$ cat src/rtl/core/mclm_pkg.sv
// Shared constants, codes and controller/datapath interface types of the lockup monitor.
package mclm_pkg;

  localparam int NUM_CPUS  = 8;
  localparam int CPU_W     = $clog2(NUM_CPUS);
  localparam int TIME_BITS = 32;
  localparam int BEAT_W    = 32;
  localparam int HT_W      = 8;
  localparam int REQ_W     = 3;
  localparam int MASK_W    = 8;

  localparam int CFG_IDX_W  = 8;
  localparam int CFG_DATA_W = 8;
  localparam logic [CFG_IDX_W-1:0] CFG_HALF_TIMEOUT = CFG_IDX_W'(0);
  localparam logic [CFG_IDX_W-1:0] CFG_PANIC_ENABLE = CFG_IDX_W'(1);
  localparam logic [HT_W-1:0]      HALF_TIMEOUT_RST = HT_W'(10);

  localparam logic [REQ_W-1:0] REQ_CHECK     = REQ_W'(0);
  localparam logic [REQ_W-1:0] REQ_HEARTBEAT = REQ_W'(1);
  localparam logic [REQ_W-1:0] REQ_TOUCH     = REQ_W'(2);
  localparam logic [REQ_W-1:0] REQ_ENABLE    = REQ_W'(3);
  localparam logic [REQ_W-1:0] REQ_DISABLE   = REQ_W'(4);

  localparam int IN_TDATA_W  = 48;
  localparam int IN_TUSER_W  = REQ_W;
  localparam int OUT_TDATA_W = 16;

  typedef struct packed {
    logic             capture;
    logic             apply;
    logic             scan_step;
    logic [CPU_W-1:0] scan_idx;
    logic             load_out;
  } mclm_cmd_t;

  typedef struct packed {
    logic is_check;
    logic checks_on;
    logic scan_stop;
    logic panic_flag;
  } mclm_sts_t;

endpackage

$ cat src/rtl/core/mclm_ctrl.sv
// Sequencing state machine of the lockup monitor: accept, decode, scan, deliver.
module mclm_ctrl (
  input  logic                clk,
  input  logic                rst_n,
  input  logic                in_tvalid,
  output logic                in_tready,
  output logic                out_tvalid,
  input  logic                out_tready,
  input  mclm_pkg::mclm_sts_t sts,
  output mclm_pkg::mclm_cmd_t cmd
);

  localparam logic [1:0] ST_IDLE   = 2'd0;
  localparam logic [1:0] ST_DECODE = 2'd1;
  localparam logic [1:0] ST_SCAN   = 2'd2;
  localparam logic [1:0] ST_DONE   = 2'd3;

  localparam logic [mclm_pkg::CPU_W-1:0] LAST_IDX = mclm_pkg::CPU_W'(mclm_pkg::NUM_CPUS - 1);
  localparam logic [mclm_pkg::CPU_W-1:0] IDX_ONE  = mclm_pkg::CPU_W'(1);

  logic [1:0]                 state_r, state_nxt;
  logic [mclm_pkg::CPU_W-1:0] idx_r, idx_nxt;
  logic                       out_valid_r, out_valid_nxt;
  logic                       slot_free;

  assign in_tready  = (state_r == ST_IDLE);
  assign out_tvalid = out_valid_r;
  assign slot_free  = !out_valid_r || out_tready;

  always_comb begin
    state_nxt     = state_r;
    idx_nxt       = idx_r;
    cmd           = '0;
    cmd.scan_idx  = idx_r;
    out_valid_nxt = out_valid_r && !out_tready;
    unique case (state_r)
      ST_IDLE: begin
        if (in_tvalid) begin
          cmd.capture = 1'b1;
          state_nxt   = ST_DECODE;
        end
      end
      ST_DECODE: begin
        cmd.apply = !sts.is_check;
        idx_nxt   = '0;
        state_nxt = (sts.is_check && sts.checks_on) ? ST_SCAN : ST_DONE;
      end
      ST_SCAN: begin
        cmd.scan_step = 1'b1;
        if (sts.scan_stop || idx_r == LAST_IDX) begin
          state_nxt = ST_DONE;
        end else begin
          idx_nxt = idx_r + IDX_ONE;
        end
      end
      ST_DONE: begin
        if (slot_free) begin
          cmd.load_out  = 1'b1;
          out_valid_nxt = 1'b1;
          state_nxt     = ST_IDLE;
        end
      end
      default: state_nxt = ST_IDLE;
    endcase
  end

  always_ff @(posedge clk) begin
    if (!rst_n) begin
      state_r     <= ST_IDLE;
      idx_r       <= '0;
      out_valid_r <= 1'b0;
    end else begin
      state_r     <= state_nxt;
      idx_r       <= idx_nxt;
      out_valid_r <= out_valid_nxt;
    end
  end

endmodule

$ cat src/rtl/core/mclm_dp.sv
// Datapath of the lockup monitor: per-CPU state, scan step logic, config and result registers.
module mclm_dp (
  input  logic                                 clk,
  input  logic                                 rst_n,
  input  logic [mclm_pkg::IN_TDATA_W-1:0]      in_tdata,
  input  logic [mclm_pkg::IN_TUSER_W-1:0]      in_tuser,
  input  logic                                 cfg_valid,
  input  logic [mclm_pkg::CFG_IDX_W-1:0]       cfg_index,
  input  logic [mclm_pkg::CFG_DATA_W-1:0]      cfg_data,
  output logic [mclm_pkg::OUT_TDATA_W-1:0]     out_tdata,
  input  mclm_pkg::mclm_cmd_t                  cmd,
  output mclm_pkg::mclm_sts_t                  sts
);

  localparam int NC = mclm_pkg::NUM_CPUS;
  localparam int TW = mclm_pkg::TIME_BITS;
  localparam int BW = mclm_pkg::BEAT_W;
  localparam int CW = mclm_pkg::CPU_W;
  localparam int MW = mclm_pkg::MASK_W;

  localparam logic [BW-1:0] BEAT_ONE = BW'(1);

  logic [mclm_pkg::HT_W-1:0]  half_timeout_r;
  logic                       panic_enable_r;
  logic [NC-1:0]              enabled_r;
  logic [NC-1:0]              pending_r;
  logic [NC-1:0]              warned_r;
  logic [TW-1:0]              touch_time_r [NC];
  logic [BW-1:0]              beat_count_r [NC];
  logic [BW-1:0]              beat_saved_r [NC];
  logic                       panic_flag_r;

  logic [mclm_pkg::REQ_W-1:0] req_r;
  logic [CW-1:0]              cpu_r;
  logic                       tval_r;
  logic [TW-1:0]              now_r;
  logic [CW-1:0]              local_r;
  logic [MW-1:0]              online_r;

  logic [MW-1:0]              warn_acc_r;
  logic                       raised_r;
  logic [CW-1:0]              pcpu_r;
  logic [mclm_pkg::OUT_TDATA_W-1:0] out_data_r;

  logic [CW-1:0] sel;
  logic [TW-1:0] tt_sel, window, deadline, diff;
  logic          eligible, expired, stalled;
  logic          do_consume, do_seed, do_expire, do_panic, do_warn, do_rearm;

  assign sel      = cmd.scan_step ? cmd.scan_idx : cpu_r;
  assign tt_sel   = touch_time_r[sel];
  assign window   = TW'({half_timeout_r, 1'b0});
  assign deadline = tt_sel + window;
  assign diff     = deadline - now_r;
  assign expired  = diff[TW-1];
  assign stalled  = (beat_saved_r[sel] == beat_count_r[sel]);
  assign eligible = enabled_r[sel] && online_r[sel] && (sel != local_r);

  assign do_consume = eligible && pending_r[sel];
  assign do_seed    = eligible && !pending_r[sel] && (tt_sel == '0);
  assign do_expire  = eligible && !pending_r[sel] && (tt_sel != '0) && expired;
  assign do_panic   = do_expire && stalled && !warned_r[sel] && panic_enable_r;
  assign do_warn    = do_expire && stalled && !warned_r[sel] && !panic_enable_r;
  assign do_rearm   = do_expire && !stalled;

  assign sts.is_check   = (req_r == mclm_pkg::REQ_CHECK);
  assign sts.checks_on  = (half_timeout_r != '0);
  assign sts.scan_stop  = cmd.scan_step && do_panic;
  assign sts.panic_flag = panic_flag_r;

  assign out_tdata = out_data_r;

  always_ff @(posedge clk) begin
    if (!rst_n) begin
      half_timeout_r <= mclm_pkg::HALF_TIMEOUT_RST;
      panic_enable_r <= 1'b0;
      enabled_r      <= '0;
      pending_r      <= '0;
      warned_r       <= '0;
      panic_flag_r   <= 1'b0;
      for (int i = 0; i < NC; i++) begin
        touch_time_r[i] <= '0;
        beat_count_r[i] <= '0;
        beat_saved_r[i] <= '0;
      end
    end else begin
      if (cfg_valid) begin
        if (cfg_index == mclm_pkg::CFG_HALF_TIMEOUT) begin
          half_timeout_r <= cfg_data[mclm_pkg::HT_W-1:0];
        end else if (cfg_index == mclm_pkg::CFG_PANIC_ENABLE) begin
          panic_enable_r <= cfg_data[0];
        end
      end
      if (cmd.apply) begin
        unique case (req_r)
          mclm_pkg::REQ_HEARTBEAT: beat_count_r[sel] <= beat_count_r[sel] + BEAT_ONE;
          mclm_pkg::REQ_TOUCH:     pending_r[sel]    <= tval_r;
          mclm_pkg::REQ_ENABLE: begin
            enabled_r[sel]    <= 1'b1;
            touch_time_r[sel] <= '0;
          end
          mclm_pkg::REQ_DISABLE: begin
            enabled_r[sel]    <= 1'b0;
            touch_time_r[sel] <= '0;
          end
          default: ;
        endcase
      end
      if (cmd.scan_step) begin
        if (do_consume) begin
          pending_r[sel] <= 1'b0;
        end
        if (do_seed || do_expire) begin
          touch_time_r[sel] <= now_r;
        end
        if (do_panic) begin
          panic_flag_r <= 1'b1;
        end
        if (do_warn) begin
          warned_r[sel] <= 1'b1;
        end
        if (do_rearm) begin
          beat_saved_r[sel] <= beat_count_r[sel];
          warned_r[sel]     <= 1'b0;
        end
      end
    end
  end

  always_ff @(posedge clk) begin
    if (cmd.capture) begin
      req_r      <= in_tuser[mclm_pkg::REQ_W-1:0];
      cpu_r      <= in_tdata[2:0];
      tval_r     <= in_tdata[3];
      now_r      <= in_tdata[35:4];
      local_r    <= in_tdata[38:36];
      online_r   <= in_tdata[46:39];
      warn_acc_r <= '0;
      raised_r   <= 1'b0;
      pcpu_r     <= '0;
    end else if (cmd.scan_step) begin
      if (do_warn) begin
        warn_acc_r[sel] <= 1'b1;
      end
      if (do_panic) begin
        raised_r <= 1'b1;
        pcpu_r   <= sel;
      end
    end
    if (cmd.load_out) begin
      out_data_r <= {3'b000, panic_flag_r, pcpu_r, raised_r, warn_acc_r};
    end
  end

endmodule

$ cat src/rtl/core/multi_cpu_hard_lockup_monitor_top.sv
// Multi-CPU hard lockup monitor: one request in, one result out per request. A request
// passes through decode and, for a check tick with checks enabled, an eight-step scan
// (one CPU per step, fewer when a panic ends it) before its result is loaded; the scan is
// run by the one shared step unit that visits the per-CPU state registers in turn. A new request
// is taken once the previous result sits in the output register; configuration writes
// are taken at any time and must only be issued while no request is in flight.
module multi_cpu_hard_lockup_monitor_top (
  input  logic                                  clk,
  input  logic                                  rst_n,
  input  logic                                  in_tvalid,
  output logic                                  in_tready,
  // cpu_index[2:0], touch_value[3], now_seconds[35:4], home_cpu[38:36],
  // online_mask[46:39], zero[47]
  input  logic [mclm_pkg::IN_TDATA_W-1:0]       in_tdata,
  // req_type[2:0]
  input  logic [mclm_pkg::IN_TUSER_W-1:0]       in_tuser,
  output logic                                  out_tvalid,
  input  logic                                  out_tready,
  // warn_mask[7:0], panic_raised[8], panic_cpu[11:9], panic_latched[12], zero[15:13]
  output logic [mclm_pkg::OUT_TDATA_W-1:0]      out_tdata,
  input  logic                                  cfg_valid,
  output logic                                  cfg_ready,
  input  logic [mclm_pkg::CFG_IDX_W-1:0]        cfg_index,
  input  logic [mclm_pkg::CFG_DATA_W-1:0]       cfg_data
);

  mclm_pkg::mclm_cmd_t cmd;
  mclm_pkg::mclm_sts_t sts;

  assign cfg_ready = 1'b1;

  mclm_ctrl u_ctrl (
    .clk        (clk),
    .rst_n      (rst_n),
    .in_tvalid  (in_tvalid),
    .in_tready  (in_tready),
    .out_tvalid (out_tvalid),
    .out_tready (out_tready),
    .sts        (sts),
    .cmd        (cmd)
  );

  mclm_dp u_dp (
    .clk       (clk),
    .rst_n     (rst_n),
    .in_tdata  (in_tdata),
    .in_tuser  (in_tuser),
    .cfg_valid (cfg_valid && cfg_ready),
    .cfg_index (cfg_index),
    .cfg_data  (cfg_data),
    .out_tdata (out_tdata),
    .cmd       (cmd),
    .sts       (sts)
  );

`ifndef SYNTHESIS
  a_panic_sticky: assert property (@(posedge clk) disable iff (!rst_n)
    sts.panic_flag |=> sts.panic_flag)
    else $error("panic latch cleared");

  a_one_op: assert property (@(posedge clk) disable iff (!rst_n)
    !(cmd.apply && cmd.scan_step))
    else $error("update and scan step in the same cycle");

  a_busy_after_accept: assert property (@(posedge clk) disable iff (!rst_n)
    (in_tvalid && in_tready) |=> !in_tready)
    else $error("request taken while one is in flight");

  a_raised_latched: assert property (@(posedge clk) disable iff (!rst_n)
    (out_tvalid && out_tdata[8]) |-> out_tdata[12])
    else $error("panic reported without latch");
`endif

endmodule

$ cat config.mk
export PLATFORM = sky130hd
export DESIGN_NAME = multi_cpu_hard_lockup_monitor_top
export DESIGN_NICKNAME = d
export VERILOG_FILES = /design/src/rtl/core/mclm_pkg.sv /design/src/rtl/core/mclm_ctrl.sv /design/src/rtl/core/mclm_dp.sv /design/src/rtl/core/multi_cpu_hard_lockup_monitor_top.sv
export SDC_FILE = /design/constraint.sdc
export NUM_CORES = 1
export LEC_CHECK = 0
export ABC_CLOCK_PERIOD_IN_PS = 10600
export BUFFER_PORTS_ARGS = -buffer_cell sky130_fd_sc_hd__buf_2
export CORE_MARGIN = 2
export CORE_UTILIZATION = 40
export DETAILED_ROUTE_END_ITERATION = 10
export SYNTH_ARGS = -nofsm -noshare
export SYNTH_HDL_FRONTEND = slang
export SYNTH_SLANG_ARGS = --single-unit
export TNS_END_PERCENT = 30
$ cat constraint.sdc
create_clock -name clk -period 10.6 [get_ports clk]
set_input_delay 1.06 -clock clk [delete_from_list [all_inputs] [get_ports clk]]
set_output_delay 1.06 -clock clk [all_outputs]
set_load 0.1 [all_outputs]
==> flow_summary.json <==
{
  "rows": 116,
  "cp-start-kind": "flip-flop",
  "grtUsageMet1_pct": 36.1,
  "r2r_start": "u_ctrl.state_r[0]$_SDFFE_PN0P_",
  "multiInputGateArea_sq_um": 13500,
  "cts_sinks": 883,
  "cts_resized": 0,
  "switching_power_uw": 4640,
  "hold_class": "reg2reg",
  "p_seq_share_pct": 35.5,
  "hold_end": "u_dp.out_tdata[7]$_DFFE_PP_",
  "synth.distinct_cells": 94,
  "finalSetupTns_ps": 0,
  "synth-edff-count": 831,
  "cp-end-kind": "flip-flop",
  "hpwl_mm": 76.8,
  "grt_pass1_wl_mm": 195,
  "p_int_uw": 7060,
  "postSynthAreaPerCell_sq_um": 12.2,
  "reg2reg_to": "u_dp.beat_saved_r[7][2]$_SDFFCE_PN0P_",
  "io_pins": 91,
  "p_leak_uw": 0.0173,
  "port_buffers": 85,
  "stdcell_area_sq_um": 45800,
  "gr-usage-all-layers_pct": 25.7,
  "cts_setup_buffers": 0,
  "antenna_found_initial": 5,
  "critPathRequiredTime_ps": 10960,
  "drt-wirelength-per-cell_microns": 28.3,
  "drive_gt1_share_pct": 13.8,
  "seqCellArea_sq_um": 26000,
  "die_w_microns": 323,
  "num_vias": 29300,
  "cts.path.max_buffers": 3,
  "ys_warn_count": 0,
  "final_antenna_net_count": 0,
  "crit_fanout": 56,
  "synth-seq-cells": 883,
  "chipHeight_microns": 323,
  "viasPerCell": 6.10,
  "cts_tree": "built",
  "r2r_setup_slack_ps": 1670,
  "synth_top_flop_cell": "edfxtp_1",
  "finalSetupViolCount": 0,
  "clkPwrFrac_pct": 27.4,
  "finalHoldViolations": 0,
  "cts_htree_levels": 3,
  "fin_crit_ps": 8930,
  "worst_slew_margin_rel_pct": 19.2,
  "hold_start": "u_dp.warn_acc_r[7]$_SDFFE_PP0P_",
  "totalWireLength_mm": 136,
  "status": "complete, no violations",
  "grt_overflow_total": 0,
  "gr-usage-met3_pct": 4.48,
  "grt_pass1_vias": 27600,
  "die_area_sq_um": 104000,
  "yosysSeqAreaShare_pct": 63.9,
  "synth_area_sq_um": 40700,
  "nets": 3510,
  "syn_inst": 3340,
  "grt_max_degree": 243,
  "swShare_pct": 39.6,
  "worst-setup-path-type": "reg2reg",
  "peakVddDrop_uv": 170,
  "firstDrtPassIters": 7,
  "dpl_cell_area_sq_um": 42900,
  "reg2regPathDepth": 18,
  "timing.final.crit_share_pct": 84.3,
  "cap_violations": 0,
  "combPwrFrac_pct": 37.1,
  "root_buffer": "clkbuf_16",
  "cts.hold.buffers_added": 0,
  "gr-max-usage-layer": "met2",
  "p_per_area_nw_per_um2": 255,
  "rsz0062_at_grt": "false",
  "fin_worst_skew_ps": 26.8,
  "gp_congestion": 0.853,
  "synthToLayoutAreaGrowth_pct": 12.7,
  "drc": 0,
  "numCtsBuffers": 92,
  "fillers": 9120,
  "async_flop_share_pct": 0,
  "arrival_ps": 9290,
  "core_sq_um": 100000,
  "worst_slew_pin_slew_ps": 1210,
  "clock_latency_ps": 670,
  "drt_iter0_markers": 3981,
  "grtUsageMet2_pct": 40.5,
  "max_freq_ghz": 0.112,
  "drv_slew": 0,
  "clkSlewWorstSetupHoldPaths_ps": 60,
  "hold_depth": 0,
  "initial_core_util_pct": 40.5
}
==> layout by cell type (no fill, tap or decap), drive strengths merged, types with 56 or more instances in the layout <==
master | synthesis | routed
and3 | 250 | 250
clkbuf | 141 | 117
nand3 | 56 | 56
a21oi | 99 | 99
nand2 | 216 | 216
edfxtp | 831 | 831
inv | 80 | 84
o221ai | 63 | 63
o22ai | 57 | 57
ha | 58 | 58
nor2 | 598 | 598
buf | 139 | 216
mux2i | 101 | 101
o21ai | 62 | 62
==> sequential cells by signal (all words and copies together) (netlist names), 2 cells and up, named ones only <==
| name | flops |
|---|---|
| u_ctrl.idx_r | 3 |
| u_ctrl.state_r | 2 |
| u_dp.beat_count_r | 256 |
| u_dp.beat_saved_r | 256 |
| u_dp.cpu_r | 3 |
| u_dp.half_timeout_r | 8 |
| u_dp.local_r | 3 |
| u_dp.now_r | 32 |
| u_dp.online_r | 8 |
| u_dp.out_tdata | 13 |
| u_dp.pcpu_r | 3 |
| u_dp.pending_r | 8 |
| u_dp.req_r | 3 |
| u_dp.touch_time_r | 256 |
| u_dp.warn_acc_r | 8 |
| u_dp.warned_r | 8 |
==> kinds of logic (layout without fill, tap and decap cells) <==
logic type | Yosys count | after routing | share of synthesized area, %
flops | 883 | 883 | 63.9
mux | 152 | 152 | 4.14
other cells | 2 | 5 | 0.0185
fa+ha+maj | 66 | 66 | 2.18
xor+xnor | 62 | 62 | 1.34
buf+inv | 361 | 466 | 3.95
simple gates | 1302 | 1302 | 15.2
compound gates | 512 | 512 | 9.26
==> synthesized netlist by cell type, drive strengths merged (19+ instances only) <==
library cell	n	area, sq um
xnor2	32	280
nand3	56	280
nor4	19	155
o221ai	63	552
and3	250	1560
o21ai	62	310
edfxtp	831	25000
nand2	216	811
dfxtp	52	1040
buf	139	773
mux2	43	484
ha	58	726
nor2	598	2250
a221oi	40	350
nand4	22	138
mux2i	101	1020
xor2	30	263
clkbuf	141	529
nor3	40	205
a21oi	99	499
inv	80	300
o22ai	57	357
==> area by class of cell <==
| cell class | instances | share of cell area, % |
|---|---|---|
| timing repair buffer | 216 | 3.10 |
| sequential | 883 | 56.7 |
| multi-input combinational | 2098 | 29.4 |
| inverter | 81 | 0.663 |
| clock inverter | 52 | 0.890 |
| clock buffer | 117 | 5.55 |
| tap | 1357 | 3.71 |
| antenna | 1 | 0.00546 |
==> worst max-delay path: stages (launching register included) <==
cell	delay, ps
dfxtp_1	340
inv_1	140
ha_2	680
mux2_8	680
buf_4	720
a221oi_1	90
o21ai_0	760
ha_1	380
ha_1	320
nand4_1	150
nor3_1	510
nand4_1	290
a2111oi_0	380
a211oi_1	120
xnor2_1	300
a2111oi_4	850
nand2b_1	600
o21ai_4	920
buf_4	330
==> how the worst max path moves through the flow <==
stage,endpoint,slack (ps),start,depth (start not counted)
2_1_floorplan,u_dp.beat_saved_r[2][0]$_SDFFCE_PN0P_,2990,u_ctrl.state_r[0]$_SDFFE_PN0P_,23
3_3_place_gp,u_dp.beat_saved_r[7][1]$_SDFFCE_PN0P_,1970,u_ctrl.state_r[0]$_SDFFE_PN0P_,18
3_5_place_dp,u_dp.beat_saved_r[0][13]$_SDFFCE_PN0P_,1930,u_ctrl.state_r[0]$_SDFFE_PN0P_,18
4_1_cts,u_dp.beat_saved_r[0][2]$_SDFFCE_PN0P_,1890,u_ctrl.state_r[0]$_SDFFE_PN0P_,18
5_1_grt,u_dp.beat_saved_r[0][14]$_SDFFCE_PN0P_,1180,u_ctrl.state_r[0]$_SDFFE_PN0P_,18
6_report,u_dp.beat_saved_r[7][2]$_SDFFCE_PN0P_,1670,u_ctrl.state_r[0]$_SDFFE_PN0P_,18
==> power groups by stage <==
stage          sequential [uW]  clock (uW)  combinational (uW)
6_report                  4150        3200                4340
5_1_grt                   4170        3360                4540
4_1_cts                   4150        3220                4220
3_5_place_dp              4220           0                4200
3_3_place_gp              4210           0                4190
2_1_floorplan             4200           0                2520
==> metal layers <==
metal	wire, microns	vias to the layer above
met1	55400	14800
met5	23	-
met3	14700	248
met4	4100	4
li1	-	12500
met2	61600	1751
==> through the flow <==
stage / instances / hold WS (ps) / total power (uW) / worst slack, ps / util, %
floorplan: 3342 / 408 / 6720 / 2990 / -
global placement: 4635 / 416 / 8400 / 1970 / 42.7
detailed placement: 4635 / 418 / 8420 / 1930 / 42.7
CTS: 4804 / 433 / 11600 / 1890 / 45.6
global route: 4805 / 437 / 12100 / 1180 / 45.6
finish: 4805 / 431 / 11700 / 1670 / 45.6
(Power assumes the default switching activity.)
